===== src/sv/vpa_pkg.sv =====
// Shared types and constants of the voice pool allocator.
// No dependencies; every other file but vpa_ram imports this package.
`default_nettype none

package vpa_pkg;

    // Pool size and derived widths
    localparam int VOICES = 64;
    localparam int VW     = (VOICES > 1) ? $clog2(VOICES) : 1;   // voice index
    localparam int CW     = $clog2(VOICES + 1);                  // counts 0..VOICES

    // Fixed field widths
    localparam int NOTE_W   = 7;
    localparam int VOICE_FW = 6;
    localparam int COUNT_FW = 7;

    // Opcodes
    localparam logic OP_NOTE_ON  = 1'b0;
    localparam logic OP_NOTE_OFF = 1'b1;

    typedef struct packed {
        logic              opcode;
        logic [NOTE_W-1:0] note_number;
    } req_t;

    typedef struct packed {
        logic                granted;
        logic [VOICE_FW-1:0] voice_number;
        logic [COUNT_FW-1:0] freed_count;
        logic [COUNT_FW-1:0] busy_count;
    } rsp_t;

    // Controller -> datapath
    typedef struct packed {
        logic load_in;     // latch request beat, clear scan state
        logic rd_idle;     // read top of idle stack
        logic do_alloc;    // hand out the voice read from the stack
        logic rd_active;   // read active list at scan index
        logic rd_note;     // latch voice, read its note
        logic do_sort;     // keep or free the scanned voice
        logic commit_off;  // active depth takes the kept count
        logic load_out;    // load result register
    } ctl_cmd_t;

    // Datapath -> controller
    typedef struct packed {
        logic op_off;
        logic pool_empty;
        logic active_empty;
        logic scan_last;
    } dp_stat_t;

endpackage

`default_nettype wire


===== src/sv/voice_pool_allocator_unit.sv =====
// Top level of the voice pool allocator: sequencer plus datapath.
// Depends on vpa_pkg, vpa_ctrl, vpa_dp (and through it vpa_ram).
//
//  channel  | handshake             | payload        | dir
//  ---------+-----------------------+----------------+-----
//  request  | req_valid / req_ready | req (req_t)    | in
//  result   | rsp_valid / rsp_ready | rsp (rsp_t)    | out
//
// One result beat per request beat, in order.
// Note-on: reads the top of the idle stack and hands out that voice; skipped
// if the pool is empty. Note-off: walks the active list, per active voice a
// list read, a note read and a keep/free write; skipped on an empty list.
// rst_n is asynchronous; the pool comes up with every voice idle, voice
// VOICES-1 on top of the stack. No clearing pass is needed.
// A request beat may be taken while the previous result still waits;
// that item then holds in its last step until the result register frees.
`default_nettype none

module voice_pool_allocator_unit (
    input  wire logic          clk,
    input  wire logic          rst_n,
    input  wire logic          req_valid,
    output logic               req_ready,
    input  wire vpa_pkg::req_t req,
    output logic               rsp_valid,
    input  wire logic          rsp_ready,
    output vpa_pkg::rsp_t      rsp
);
    import vpa_pkg::*;

    ctl_cmd_t cmd;
    dp_stat_t stat;

    // Step sequencing and both handshakes
    vpa_ctrl u_ctrl (
        .clk       (clk),
        .rst_n     (rst_n),
        .req_valid (req_valid),
        .req_ready (req_ready),
        .rsp_valid (rsp_valid),
        .rsp_ready (rsp_ready),
        .stat      (stat),
        .cmd       (cmd)
    );

    // Pool memories, counters and result register
    vpa_dp u_dp (
        .clk   (clk),
        .rst_n (rst_n),
        .req   (req),
        .cmd   (cmd),
        .stat  (stat),
        .rsp   (rsp)
    );

endmodule

`default_nettype wire


===== src/sv/vpa_ram.sv =====
// Generic single-write, single-read RAM with registered read data.
// No dependencies.
`default_nettype none

module vpa_ram #(
    parameter int WIDTH = 8,
    parameter int DEPTH = 64
) (
    input  wire logic                                        clk,
    input  wire logic                                        we,
    input  wire logic [((DEPTH > 1) ? $clog2(DEPTH) : 1)-1:0] waddr,
    input  wire logic [WIDTH-1:0]                            wdata,
    input  wire logic                                        re,
    input  wire logic [((DEPTH > 1) ? $clog2(DEPTH) : 1)-1:0] raddr,
    output logic      [WIDTH-1:0]                            rdata
);

    logic [WIDTH-1:0] mem [DEPTH];

    always_ff @(posedge clk)
    begin
        if (we)
        begin
            mem[waddr] <= wdata;
        end
        if (re)
        begin
            rdata <= mem[raddr];
        end
    end

endmodule

`default_nettype wire


===== src/sv/vpa_ctrl.sv =====
// Sequencer of the voice pool allocator: handshakes and step order.
// Depends on vpa_pkg.
`default_nettype none

module vpa_ctrl (
    input  wire logic               clk,
    input  wire logic               rst_n,
    input  wire logic               req_valid,
    output logic                    req_ready,
    output logic                    rsp_valid,
    input  wire logic               rsp_ready,
    input  wire vpa_pkg::dp_stat_t  stat,
    output vpa_pkg::ctl_cmd_t       cmd
);
    import vpa_pkg::*;

    localparam logic [2:0] S_IDLE     = 3'd0;
    localparam logic [2:0] S_START    = 3'd1;
    localparam logic [2:0] S_ON_RD    = 3'd2;
    localparam logic [2:0] S_ON_WR    = 3'd3;
    localparam logic [2:0] S_OFF_RD   = 3'd4;
    localparam logic [2:0] S_OFF_NOTE = 3'd5;
    localparam logic [2:0] S_OFF_WR   = 3'd6;
    localparam logic [2:0] S_DONE     = 3'd7;

    logic [2:0] state_reg, state_next;
    logic       rsp_valid_reg, rsp_valid_next;
    logic       commit_pend_reg, commit_pend_next;

    assign req_ready = (state_reg == S_IDLE);
    assign rsp_valid = rsp_valid_reg;

    always_comb
    begin
        state_next       = state_reg;
        commit_pend_next = commit_pend_reg;
        cmd              = '0;
        case (state_reg)
            S_IDLE:
            begin
                if (req_valid)
                begin
                    cmd.load_in = 1'b1;
                    state_next  = S_START;
                end
            end
            S_START:
            begin
                if (stat.op_off)
                begin
                    state_next = stat.active_empty ? S_DONE : S_OFF_RD;
                end
                else
                begin
                    state_next = stat.pool_empty ? S_DONE : S_ON_RD;
                end
            end
            S_ON_RD:
            begin
                cmd.rd_idle = 1'b1;
                state_next  = S_ON_WR;
            end
            S_ON_WR:
            begin
                cmd.do_alloc = 1'b1;
                state_next   = S_DONE;
            end
            S_OFF_RD:
            begin
                cmd.rd_active = 1'b1;
                state_next    = S_OFF_NOTE;
            end
            S_OFF_NOTE:
            begin
                cmd.rd_note = 1'b1;
                state_next  = S_OFF_WR;
            end
            S_OFF_WR:
            begin
                cmd.do_sort = 1'b1;
                if (stat.scan_last)
                begin
                    commit_pend_next = 1'b1;
                    state_next       = S_DONE;
                end
                else
                begin
                    state_next = S_OFF_RD;
                end
            end
            S_DONE:
            begin
                // Active depth takes the kept count before the result loads.
                if (commit_pend_reg)
                begin
                    cmd.commit_off   = 1'b1;
                    commit_pend_next = 1'b0;
                end
                else if (!rsp_valid_reg || rsp_ready)
                begin
                    cmd.load_out = 1'b1;
                    state_next   = S_IDLE;
                end
            end
            default:
            begin
                state_next = S_IDLE;
            end
        endcase
    end

    always_comb
    begin
        rsp_valid_next = rsp_valid_reg;
        if (cmd.load_out)
        begin
            rsp_valid_next = 1'b1;
        end
        else if (rsp_ready)
        begin
            rsp_valid_next = 1'b0;
        end
    end

    always_ff @(posedge clk or negedge rst_n)
    begin
        if (!rst_n)
        begin
            state_reg       <= S_IDLE;
            rsp_valid_reg   <= 1'b0;
            commit_pend_reg <= 1'b0;
        end
        else
        begin
            state_reg       <= state_next;
            rsp_valid_reg   <= rsp_valid_next;
            commit_pend_reg <= commit_pend_next;
        end
    end

endmodule

`default_nettype wire


===== src/sv/vpa_dp.sv =====
// Datapath: idle stack, active list and note memories, depth counters,
// scan pointers and the result register. Depends on vpa_pkg, vpa_ram.
`default_nettype none

module vpa_dp (
    input  wire logic               clk,
    input  wire logic               rst_n,
    input  wire vpa_pkg::req_t      req,
    input  wire vpa_pkg::ctl_cmd_t  cmd,
    output vpa_pkg::dp_stat_t       stat,
    output vpa_pkg::rsp_t           rsp
);
    import vpa_pkg::*;

    logic [CW-1:0]     idle_depth_reg, active_depth_reg;
    logic [CW-1:0]     idx_reg, kept_reg, freed_reg;
    logic              op_reg, granted_reg;
    logic [NOTE_W-1:0] note_reg;
    logic [VW-1:0]     voice_reg;
    logic [VOICES-1:0] idle_vld_reg;     // stack entry written since reset
    logic              idle_hit_reg;
    logic [VW-1:0]     idle_raddr_reg;
    rsp_t              rsp_reg;

    logic              match;
    logic [VW-1:0]     top_voice;

    logic              act_we;
    logic [VW-1:0]     act_waddr, act_wdata, act_rdata;
    logic              idle_we;
    logic [VW-1:0]     idle_waddr, idle_raddr, idle_rdata;
    logic [NOTE_W-1:0] note_rdata;

    // Unwritten stack entry reads as its reset value: its own index.
    assign top_voice = idle_hit_reg ? idle_rdata : idle_raddr_reg;
    assign match     = (note_rdata == note_reg);

    assign idle_raddr = VW'(idle_depth_reg - CW'(1));
    assign idle_we    = cmd.do_sort && match;
    assign idle_waddr = VW'(idle_depth_reg);

    assign act_we    = cmd.do_alloc || (cmd.do_sort && !match);
    assign act_waddr = cmd.do_alloc ? VW'(active_depth_reg) : VW'(kept_reg);
    assign act_wdata = cmd.do_alloc ? top_voice : voice_reg;

    vpa_ram #(.WIDTH(VW), .DEPTH(VOICES)) u_idle_ram (
        .clk   (clk),
        .we    (idle_we),
        .waddr (idle_waddr),
        .wdata (voice_reg),
        .re    (cmd.rd_idle),
        .raddr (idle_raddr),
        .rdata (idle_rdata)
    );

    vpa_ram #(.WIDTH(VW), .DEPTH(VOICES)) u_active_ram (
        .clk   (clk),
        .we    (act_we),
        .waddr (act_waddr),
        .wdata (act_wdata),
        .re    (cmd.rd_active),
        .raddr (VW'(idx_reg)),
        .rdata (act_rdata)
    );

    vpa_ram #(.WIDTH(NOTE_W), .DEPTH(VOICES)) u_note_ram (
        .clk   (clk),
        .we    (cmd.do_alloc),
        .waddr (top_voice),
        .wdata (note_reg),
        .re    (cmd.rd_note),
        .raddr (act_rdata),
        .rdata (note_rdata)
    );

    assign stat.op_off       = (op_reg == OP_NOTE_OFF);
    assign stat.pool_empty   = (idle_depth_reg == '0);
    assign stat.active_empty = (active_depth_reg == '0);
    assign stat.scan_last    = ((idx_reg + CW'(1)) == active_depth_reg);

    assign rsp = rsp_reg;

    // Control counters
    always_ff @(posedge clk or negedge rst_n)
    begin
        if (!rst_n)
        begin
            idle_depth_reg   <= CW'(VOICES);
            active_depth_reg <= '0;
            idle_vld_reg     <= '0;
        end
        else
        begin
            if (cmd.do_alloc)
            begin
                idle_depth_reg   <= idle_depth_reg - CW'(1);
                active_depth_reg <= active_depth_reg + CW'(1);
            end
            if (idle_we)
            begin
                idle_depth_reg           <= idle_depth_reg + CW'(1);
                idle_vld_reg[idle_waddr] <= 1'b1;
            end
            if (cmd.commit_off)
            begin
                active_depth_reg <= kept_reg;
            end
        end
    end

    // Per-item working registers
    always_ff @(posedge clk)
    begin
        if (cmd.load_in)
        begin
            op_reg      <= req.opcode;
            note_reg    <= req.note_number;
            idx_reg     <= '0;
            kept_reg    <= '0;
            freed_reg   <= '0;
            granted_reg <= 1'b0;
        end
        if (cmd.rd_idle)
        begin
            idle_hit_reg   <= idle_vld_reg[idle_raddr];
            idle_raddr_reg <= idle_raddr;
        end
        if (cmd.do_alloc)
        begin
            voice_reg   <= top_voice;
            granted_reg <= 1'b1;
        end
        if (cmd.rd_note)
        begin
            voice_reg <= act_rdata;
        end
        if (cmd.do_sort)
        begin
            idx_reg <= idx_reg + CW'(1);
            if (match)
            begin
                freed_reg <= freed_reg + CW'(1);
            end
            else
            begin
                kept_reg <= kept_reg + CW'(1);
            end
        end
        if (cmd.load_out)
        begin
            rsp_reg.granted      <= granted_reg;
            rsp_reg.voice_number <= granted_reg ? VOICE_FW'(voice_reg) : '0;
            rsp_reg.freed_count  <= COUNT_FW'(freed_reg);
            rsp_reg.busy_count   <= COUNT_FW'(active_depth_reg);
        end
    end

endmodule

`default_nettype wire


===== config.mk =====
export PLATFORM = sky130hd
export DESIGN_NAME = voice_pool_allocator_unit
export DESIGN_NICKNAME = d
export VERILOG_FILES = /design/src/sv/vpa_pkg.sv /design/src/sv/voice_pool_allocator_unit.sv /design/src/sv/vpa_ram.sv /design/src/sv/vpa_ctrl.sv /design/src/sv/vpa_dp.sv
export SDC_FILE = /design/constraint.sdc
export NUM_CORES = 1
export LEC_CHECK = 0
export BUFFER_PORTS_ARGS = -buffer_cell sky130_fd_sc_hd__buf_2
export CAP_MARGIN = 20
export CORE_MARGIN = 3
export CORE_UTILIZATION = 58
export CTS_BUF_LIST = sky130_fd_sc_hd__clkbuf_4
export DETAILED_ROUTE_END_ITERATION = 12
export PLACE_DENSITY = 0.79
export SYNTH_ARGS = -nofsm -noshare
export SYNTH_HDL_FRONTEND = slang
export SYNTH_SLANG_ARGS = --single-unit

===== constraint.sdc =====
create_clock -name clk -period 5 [get_ports clk]
set_clock_uncertainty 0.2 [all_clocks]
set_input_delay 0.75 -clock clk [delete_from_list [all_inputs] [get_ports clk]]
set_output_delay 0.75 -clock clk [all_outputs]
set_load 0.05 [all_outputs]

Word level (Yosys, flattened, before mapping)
Memories as Yosys holds them, arrays and structs flattened. A register that Yosys moved wholly into a read port is not among the register bits.
Index checks and enable logic that the tools add are counted.
W data, S select, Z words.
Cells by class
  $add $sub $neg: 6
  bitwise operators: 1
  multiplexer cells: 49
  order comparisons: 3
  reductions and logical operators: 17
  eq/ne operators: 13
Operators by type and width (count)
  $mux W7: 12
  $or A64 B64 Y64: 1
  $add A7 B1 Y7 const B: 5
  $mux W6: 4
  $pmux W3 S8: 1
  $mux W1: 21
  $mux W3: 5
  $eq A7 B7 Y1: 2
  $logic_not A7 Y1: 2
  $lt A6 B7 Y1 const B: 2
  $eq A3 B3 Y1 const B: 4
  $reduce_bool A2 Y1: 5
  $sub A7 B1 Y7 const B: 1
  $bmux W1 S6: 1
  $demux W1 S6: 1
  $eq A3 B2 Y1 const B: 2
  $ge A6 B1 Y1 const B: 1
  $mux W2: 3
  $ne A2 B2 Y1 const B: 3
  $eq A3 B1 Y1 const B: 1
  $logic_and A1 B1 Y1: 3
  $logic_not A3 Y1: 1
  $reduce_and A3 Y1: 1
  $logic_not A1 Y1: 2
  4 further kinds: 5
Storage, ports and cells
  register bits after elaboration: 147
  output and inout bits: 23
  bits in writable memories: 1216
  input port bits: 12
  memories kept: 3
Memories
  u_dp.u_note_ram.mem: depth 64, bits a word 7, rd ports 1, clocked after Yosys merged registers in 1, write ports 1, RTL line vpa_ram.sv:18  | logic [WIDTH-1:0] mem [DEPTH];
  u_dp.u_active_ram.mem: depth 64, bits a word 6, rd ports 1, clocked after Yosys merged registers in 1, write ports 1, RTL line vpa_ram.sv:18
  u_dp.u_idle_ram.mem: depth 64, bits a word 6, rd ports 1, clocked after Yosys merged registers in 1, write ports 1, RTL line vpa_ram.sv:18

Depth between registers and ports, before layout
Gate-level depths: netlist of the first run.
  depth in word-level cells: 6
  depth in mapped cells: 11
  gate-level depth less buffers: 8

Cells and area by module
From an unflattened synthesis of the first run, not the netlist that was laid out.
Second synthesis, totals
  cells, all modules: 2825
  area total of the unflattened synthesis: 55215.5 µm²
By module, submodules not included
  vpa_ram at u_dp.u_active_ram ...: cells each 720, area an instance 15285.9 µm², sequential area each 11711.2 µm², times used 2
  vpa_ram at u_dp.u_note_ram: cells each 827, area an instance 17705.7 µm², sequential area each 13663.1 µm², times used 1
  vpa_dp: cells each 516, area an instance 6596.3 µm², sequential area each 3664.8 µm², times used 1
  vpa_ctrl: cells each 42, area an instance 341.6 µm², sequential area each 125.1 µm², times used 1

Worst setup path before layout of the first run
No wires, ideal clock.
  path type: register to register
  from: reg u_ctrl.state_reg[2]
  to: mem u_dp.u_active_ram.mem[0][5] (netlist bit), data pin
  slack: 0.505 ns
  cell stages (with the launch flop): 5
  arrival: 3.584 ns
  required time: 4.089 ns
  path through: dfrtp_1 buf_2 nand3b_1 clkbuf_1 o21ai_0
Between the ends
  word-level cells in the longest chain between the ends: 3
Ends and longest elaborated chain
  start, declared: RTL line vpa_ctrl.sv:26  | logic [2:0] state_reg, state_next;
  start signal, assigned: RTL line vpa_ctrl.sv:135  | state_reg <= state_next;
  $eq A3 B2 Y1: RTL line vpa_ctrl.sv:38  | case (state_reg)
  $mux W1: RTL line vpa_ctrl.sv:38
  $mux W6
  named net u_dp.act_wdata[5]: RTL line vpa_dp.sv:29  | logic [VW-1:0] act_waddr, act_wdata, act_rdata;
  end, declared: RTL line vpa_ram.sv:18
The timed path passes the listed nets, and every way through them passes these cells.

Final worst setup path of the first run
  from: reg u_dp.idle_depth_reg[1]
  to: reg u_dp.u_idle_ram.rdata[0] (read register of u_dp.u_idle_ram.mem), data pin
Between the ends
  word-level cells in the longest chain between the ends: 1
Ends and longest elaborated chain
  start, declared: RTL line vpa_dp.sv:15  | logic [CW-1:0] idle_depth_reg, active_depth_reg;
  start signal, assigned: RTL line vpa_dp.sv:88  | idle_depth_reg <= CW'(VOICES);
  start signal, assigned: RTL line vpa_dp.sv:96  | idle_depth_reg <= idle_depth_reg - CW'(1);
  start signal, assigned: RTL line vpa_dp.sv:101  | idle_depth_reg <= idle_depth_reg + CW'(1);
  $sub A7 B1 Y7: RTL line vpa_dp.sv:38  | assign idle_raddr = VW'(idle_depth_reg - CW'(1));
  end, declared: RTL line vpa_ram.sv:15  | output logic [WIDTH-1:0] rdata
No other way between the ends.
A chain may end at the register's enable or synchronous reset.

==> run_results.csv, run 1 <==
group,metric,value,unit
setup_path,cp_top_family,"adder cells",
place,hpwl,72400,um
final_layout,synthToLayoutAreaGrowth,10.8,%
yosys,ys_seq_area_share,74.5,%
sta,maxSlewViolCount,0,
final_layout,final_cells,4597,
detailed_routing,drt_iter0_markers,3490,
cts,clockRootBuffer,"clkbuf_4",
die,start_util,58.6,%
yosys,synthesis.nets,2812,
place,dpl-instance-area,0.0565,sq mm
sta,hold_viol,0,
flow_run,drv_cap,0,
setup_path,timing.rr.end,"u_dp.u_idle_ram.rdata[0]",
run_status,status,"complete, no violations",
die,die-area,0.0983,sq mm
cts,clockBufferDepth,4,
setup_path,cp-start-kind,"register",
sta,tightest_slew,1.25,ns
cts,post_cts_buffers,0,
sta,finalCritPeriodShare,78.6,%
min_path,holdPathEnd,"u_dp.note_reg[5]",
die,num_rows,112,
sta,worst_slack,1.07,ns
place,gp_congestion,0.876,
detailed_routing,postRouteAntennaNets,0,
setup_path,reg2reg_slack,1.07,ns
setup_path,worstRegToRegCells,7,
setup_path,critPathRequiredTime,5.69,ns
min_path,hp-class,"in2reg",
sta,max_freq,0.255,GHz
final_layout,fill_cells,6179,
cts,cts.clk_slew.worst_paths,0.07,ns
grt,grt_pass1_wl,184000,um
grt,grt_pass1_vias,30400,
power,ir_drop,0.000218,V
detailed_routing,dr_total_vias,29200,
final_layout,drive_above_1_share,30.0,%
die,io_pins,35,
yosys,synth_ff_type,"edfxtp_1",
grt,antenna_found_initial,1,
grt,grt.overflow.total,0,
yosys,syn_area,0.0549,sq mm
final_layout,largest_reg_flops,448,
setup_path,end_kind,"register",
yosys,yosysMostFrequentCell,"edfxtp_1",
yosys,yosys-top-cells-count,"edfxtp_1, mux4_2, nor2_1",
min_path,hold_path_depth,2,
yosys,synth.ff_latch_count,1382,
yosys,synth_top_cell_by_area,"edfxtp_1",
yosys,synth_edf_count,1278,
yosys,synth_area_per_cell,19.7,sq um
final_layout,final_cell_area,0.0608,sq mm
sta,holdWs,0.199,ns
detailed_routing,first_pass_iters,5,
cts,cts.sinks,1382,
die,fp.dieW,314,um
cts,insertion_delay,1.19,ns
cts,htree_num_levels,5,
place,pre_cts_slack,1.17,ns
setup_path,path_buf_inv,2,
die,fp.dieH,314,um
cts,cts_buffers,350,
setup_path,cp_slowest_cell,"ha_4",
cts,cts_tree,"built",
yosys,netlist_instances,2792,
setup_path,crit_path_cell_trace,"inv_1, ha_4, buf_4, mux4_2, mux2i_1, a2111o_1, o211ai_1",
detailed_routing,vias_per_cell,6.36,
setup_path,max_stage_delay,1.03,ns
min_path,hp-start,"req[5]",
sta,slew_headroom,17.0,%
setup_path,cp_max_fo,74,
grt,track_usage,24.9,%
die,core-area,0.0936,sq mm
yosys,synth.top_cell.area_share,69.9,%
yosys,synth_area_leaders,"edfxtp_1, mux4_2, dfrtp_1, nor2_1, mux2i_1",
sta,setup_viol,0,
yosys,ys_warn_count,0,
place,place_inst,3987,
final_layout,num-nets-final,3127,
setup_path,r2r_start,"u_dp.idle_depth_reg[1]",
power,power_density,349,mW/mm^2
setup_path,crit_type,"reg2reg",
sta,rsz0062_at_grt,"false",
final_layout,regMostFlops,"u_dp.u_note_ram.mem",
power,static-leakage-power,0.0196,uW
detailed_routing,drcViolationCount,0,
grt,grt_max_degree,117,
detailed_routing,wl,119000,um
sta,finalSetupTns,0,ns
sta,finalCriticalPeriod,3.93,ns
final_layout,reg_top3,"u_dp.u_note_ram.mem x448, u_dp.u_active_ram.mem x384, u_dp.u_idle_ram.mem x384",
yosys,synthArstFlopShare,6.01,%
setup_path,arrival,4.62,ns
yosys,synth_cell_type_count,77,
place,portBuffers,34,
detailed_routing,wire_per_inst,26.0,um
==> stage by stage <==
stage	util, %	power, uW
global placement	60.4	12700
finish	65.0	21300
CTS	64.9	21400
floorplan	-	12700
global route	65.0	22100
detailed placement	60.4	12700
==> where the power goes <==
part / switching (uW) / total [uW] / internal, uW
logic: 18.0 / 33.3 / 15.3
registers: 0.0000000000000401 / 12400 / 12400
clock network: 4310 / 8790 / 4480
total: 4320 / 21300 / 16900
==> layer usage <==
layer	up-vias	track usage, %	part of all wire (%)
met5	-	0	0
met2	1744	38.8	49
met4	0	8.58	2.4
li1	12300	-	-
met3	209	6.27	10
met1	15000	35.1	38
==> cells in the final DEF (no fill, tap or decap), drive strengths merged, types with 21 or more instances in the layout <==
cell type,instances
o21bai,56
a211oi,23
inv,30
mux2i,56
dfxtp,21
nand2,117
nand3,35
mux4,345
dfrtp,82
clkinv,100
o21ai,49
edfxtp,1278
nor2,221
buf,106
clkbuf,474
o211ai,22
a21oi,31
==> what timing repair did <==
item	4_1_cts	5_1_grt
gates resized for setup	0	0
hold buffers	19	1
hold endpoints to repair	100	8
setup endpoints to repair	0	0
==> final cells by class <==
| type | instances | area, sq um | share of cell area, % |
|---|---|---|---|
| inverter | 24 | 92.6 | 0.152 |
| sequential | 1382 | 40900 | 67.2 |
| clock inverter | 112 | 504 | 0.829 |
| clock buffer | 474 | 3560 | 5.85 |
| antenna | 2 | 5.00 | 0.00823 |
| multi-input combinational | 1223 | 13200 | 21.7 |
| timing repair buffer | 126 | 1020 | 1.68 |
| tap | 1254 | 1570 | 2.58 |
==> worst max path at each step <==
stage / end / slack [ns] / depth (start not counted) / from
2_1_floorplan: u_dp.u_active_ram.mem[0][5] / 0.51 / 4 / u_ctrl.state_reg[2]
3_3_place_gp: u_dp.u_idle_ram.rdata[0] / 1.28 / 7 / u_dp.idle_depth_reg[1]
3_5_place_dp: u_dp.u_idle_ram.rdata[0] / 1.17 / 7 / u_dp.idle_depth_reg[1]
4_1_cts: u_dp.u_idle_ram.rdata[0] / 1.11 / 7 / u_dp.idle_depth_reg[1]
5_1_grt: u_dp.u_idle_ram.rdata[1] / 0.90 / 7 / u_dp.idle_depth_reg[1]
6_report: u_dp.u_idle_ram.rdata[0] / 1.07 / 7 / u_dp.idle_depth_reg[1]
==> logic make-up after synthesis <==
logic type,synth area share [%]
AND/OR/NAND/NOR,4.18
buffers and inverters,1.64
multiplexers,15.4
XOR/XNOR,0.561
AO/OA/AOI/OAI,3.60
flip-flops,74.5
adder cells (fa/ha/maj),0.182
(Power assumes the default switching activity.)
==> inputs of run 2 (changes only) <==
- clock period: 5 -> 4.07 ns (I/O delays scaled with it)
==> run_results.csv, run 2 (same netlist as run 1, synthesis figures left out) <==
group,metric,value,unit
run_status,status,"complete, no violations",
sta,slew_headroom,27.1,%
sta,rsz0062_at_grt,"false",
power,power_density,428,mW/mm^2
cts,cts_buffers,347,
final_layout,drive_above_1_share,31.4,%
min_path,hold_path_depth,2,
setup_path,end_kind,"primary output",
die,start_util,58.6,%
final_layout,final_cell_mix,"edfxtp_1, clkbuf_4, mux4_2",
flow_run,drv_cap,0,
setup_path,crit_type,"reg2out",
final_layout,utilization,65.5,%
sta,hold_viol,0,
die,die-area,0.0983,sq mm
place,dpl-instance-area,0.0569,sq mm
min_path,holdPathEnd,"u_dp.op_reg",
power,static-leakage-power,0.0199,uW
detailed_routing,first_pass_iters,6,
place,portBuffers,34,
sta,setup_viol,0,
sta,holdWs,0.0965,ns
setup_path,timing.rr.end,"u_dp.u_idle_ram.mem[3][5]",
final_layout,final_cell_area,0.0613,sq mm
detailed_routing,wire_per_inst,26.6,um
final_layout,largest_reg_flops,448,
power,ir_drop,0.000311,V
grt,track_usage,25.7,%
setup_path,max_stage_delay,0.70,ns
cts,cts_tree,"built",
min_path,hp-start,"req[7]",
final_layout,multi_input_area,0.0132,sq mm
final_layout,num-nets-final,3169,
place,hpwl,76200,um
cts,htree_num_levels,5,
detailed_routing,postRouteAntennaNets,0,
final_layout,synthToLayoutAreaGrowth,11.7,%
die,core-area,0.0936,sq mm
detailed_routing,dr_total_vias,29500,
sta,max_freq,0.280,GHz
die,fp.dieH,314,um
die,num_rows,112,
sta,finalCritPeriodShare,87.7,%
setup_path,path_buf_inv,1,
cts,cts.clk_slew.worst_paths,0.07,ns
grt,grt_pass1_wl,188000,um
grt,grt.overflow.total,0,
min_path,hp-class,"in2reg",
setup_path,worstRegToRegCells,5,
sta,maxSlewViolCount,0,
die,fp.dieW,314,um
grt,grt_pass1_vias,30800,
setup_path,arrival,2.76,ns
final_layout,register_area,0.0409,sq mm
cts,clockBufferDepth,4,
setup_path,r2r_start,"u_dp.note_reg[1]",
final_layout,fill_cells,6073,
sta,finalSetupTns,0,ns
power,p_total,26200,uW
setup_path,cp_max_fo,12,
grt,grt_max_degree,93,
cts,insertion_delay,1.16,ns
place,gp_congestion,0.876,
final_layout,layout_commonest_cell,"edfxtp_1",
setup_path,reg2reg_slack,0.54,ns
final_layout,regMostFlops,"u_dp.u_note_ram.mem",
die,io_pins,35,
sta,finalCriticalPeriod,3.57,ns
final_layout,reg_top3,"u_dp.u_note_ram.mem x448, u_dp.u_active_ram.mem x384, u_dp.u_idle_ram.mem x384",
cts,clockRootBuffer,"clkbuf_4",
detailed_routing,wl,124000,um
setup_path,cp-start-kind,"register",
detailed_routing,drt_iter0_markers,3320,
sta,tightest_slew,1.09,ns
grt,antenna_found_initial,3,
setup_path,cp_slowest_cell,"nor3_1",
detailed_routing,vias_per_cell,6.35,
setup_path,cp_top_family,"simple AND/OR/NAND/NOR gates",
cts,cts.sinks,1382,
setup_path,crit_path_cell_trace,"nor3_1, buf_2",
setup_path,critPathRequiredTime,3.26,ns
detailed_routing,drcViolationCount,0,
-- run 2: changes by cell type in the layout (fill, tap and decap cells not counted), moves of 3 or more --
cell | before | now
buf_4 | 65 | 105
clkbuf_4 | 474 | 492
clkinv_1 | 87 | 70
diode_2 | 2 | 8
buf_12 | 7 | 11
clkinvlp_4 | 4 | 1
-- run 2: worst max-delay path by stage --
stage / start / to / slack [ns] / cells past startpoint
floorplan: u_ctrl.state_reg[2] / u_dp.u_active_ram.mem[0][5] / -0.42 / 4
global placement: u_dp.note_reg[1] / u_dp.u_idle_ram.mem[11][4] / 0.72 / 5
detailed placement: u_dp.note_reg[1] / u_dp.u_idle_ram.mem[11][1] / 0.63 / 5
CTS: u_ctrl.state_reg[1] / req_ready / 0.47 / 2
global route: u_ctrl.state_reg[1] / req_ready / 0.27 / 2
finish: u_ctrl.state_reg[1] / req_ready / 0.50 / 2
-- run 2: worst register-to-register path, stage by stage (launching register included) --
cell and delay (ns):
edfxtp_1 0.42, xnor2_1 0.24, and4_1 0.47, nand3_2 0.24, or4_1 0.95, nor2_1 0.63
-- run 2: cell type report --
class | count | share of cell area (%)
flip-flops and latches | 1382 | 66.7
diodes | 8 | 0.0327
repair buffers | 171 | 2.33
clock buffers | 492 | 6.03
clock inverters | 91 | 0.684
inverters | 24 | 0.151
well taps | 1254 | 2.56
multi-input cells | 1223 | 21.5
-- run 2: what timing repair did --
action	4_1_cts	5_1_grt
resized for setup	0	0
buffers inserted	0	0
setup endpoints to repair	0	0
hold buffers	20	0
endpoints found under the hold margin	111	0
-- run 2: where the power goes --
part / internal (uW) / switching (uW)
sequential: 15300 / 0.0000000000000729
combinational: 19.7 / 29.1
clock: 5670 / 5230
total: 21000 / 5260
-- run 2: per-stage QoR --
step           cells  worst slack (ns)
6_report        4645             0.499
5_1_grt         4645             0.265
4_1_cts         4635             0.466
3_5_place_dp    4032             0.633
3_3_place_gp    4032             0.717
2_1_floorplan   2792            -0.425
-- run 2: per-layer routing --
layer	global-route usage, %	vias up	share of wire [%]
met3	6.32	297	10
met4	10.0	0	3.1
met1	35.4	15000	38
met2	40.4	1848	49
li1	-	12300	-
met5	0	-	0
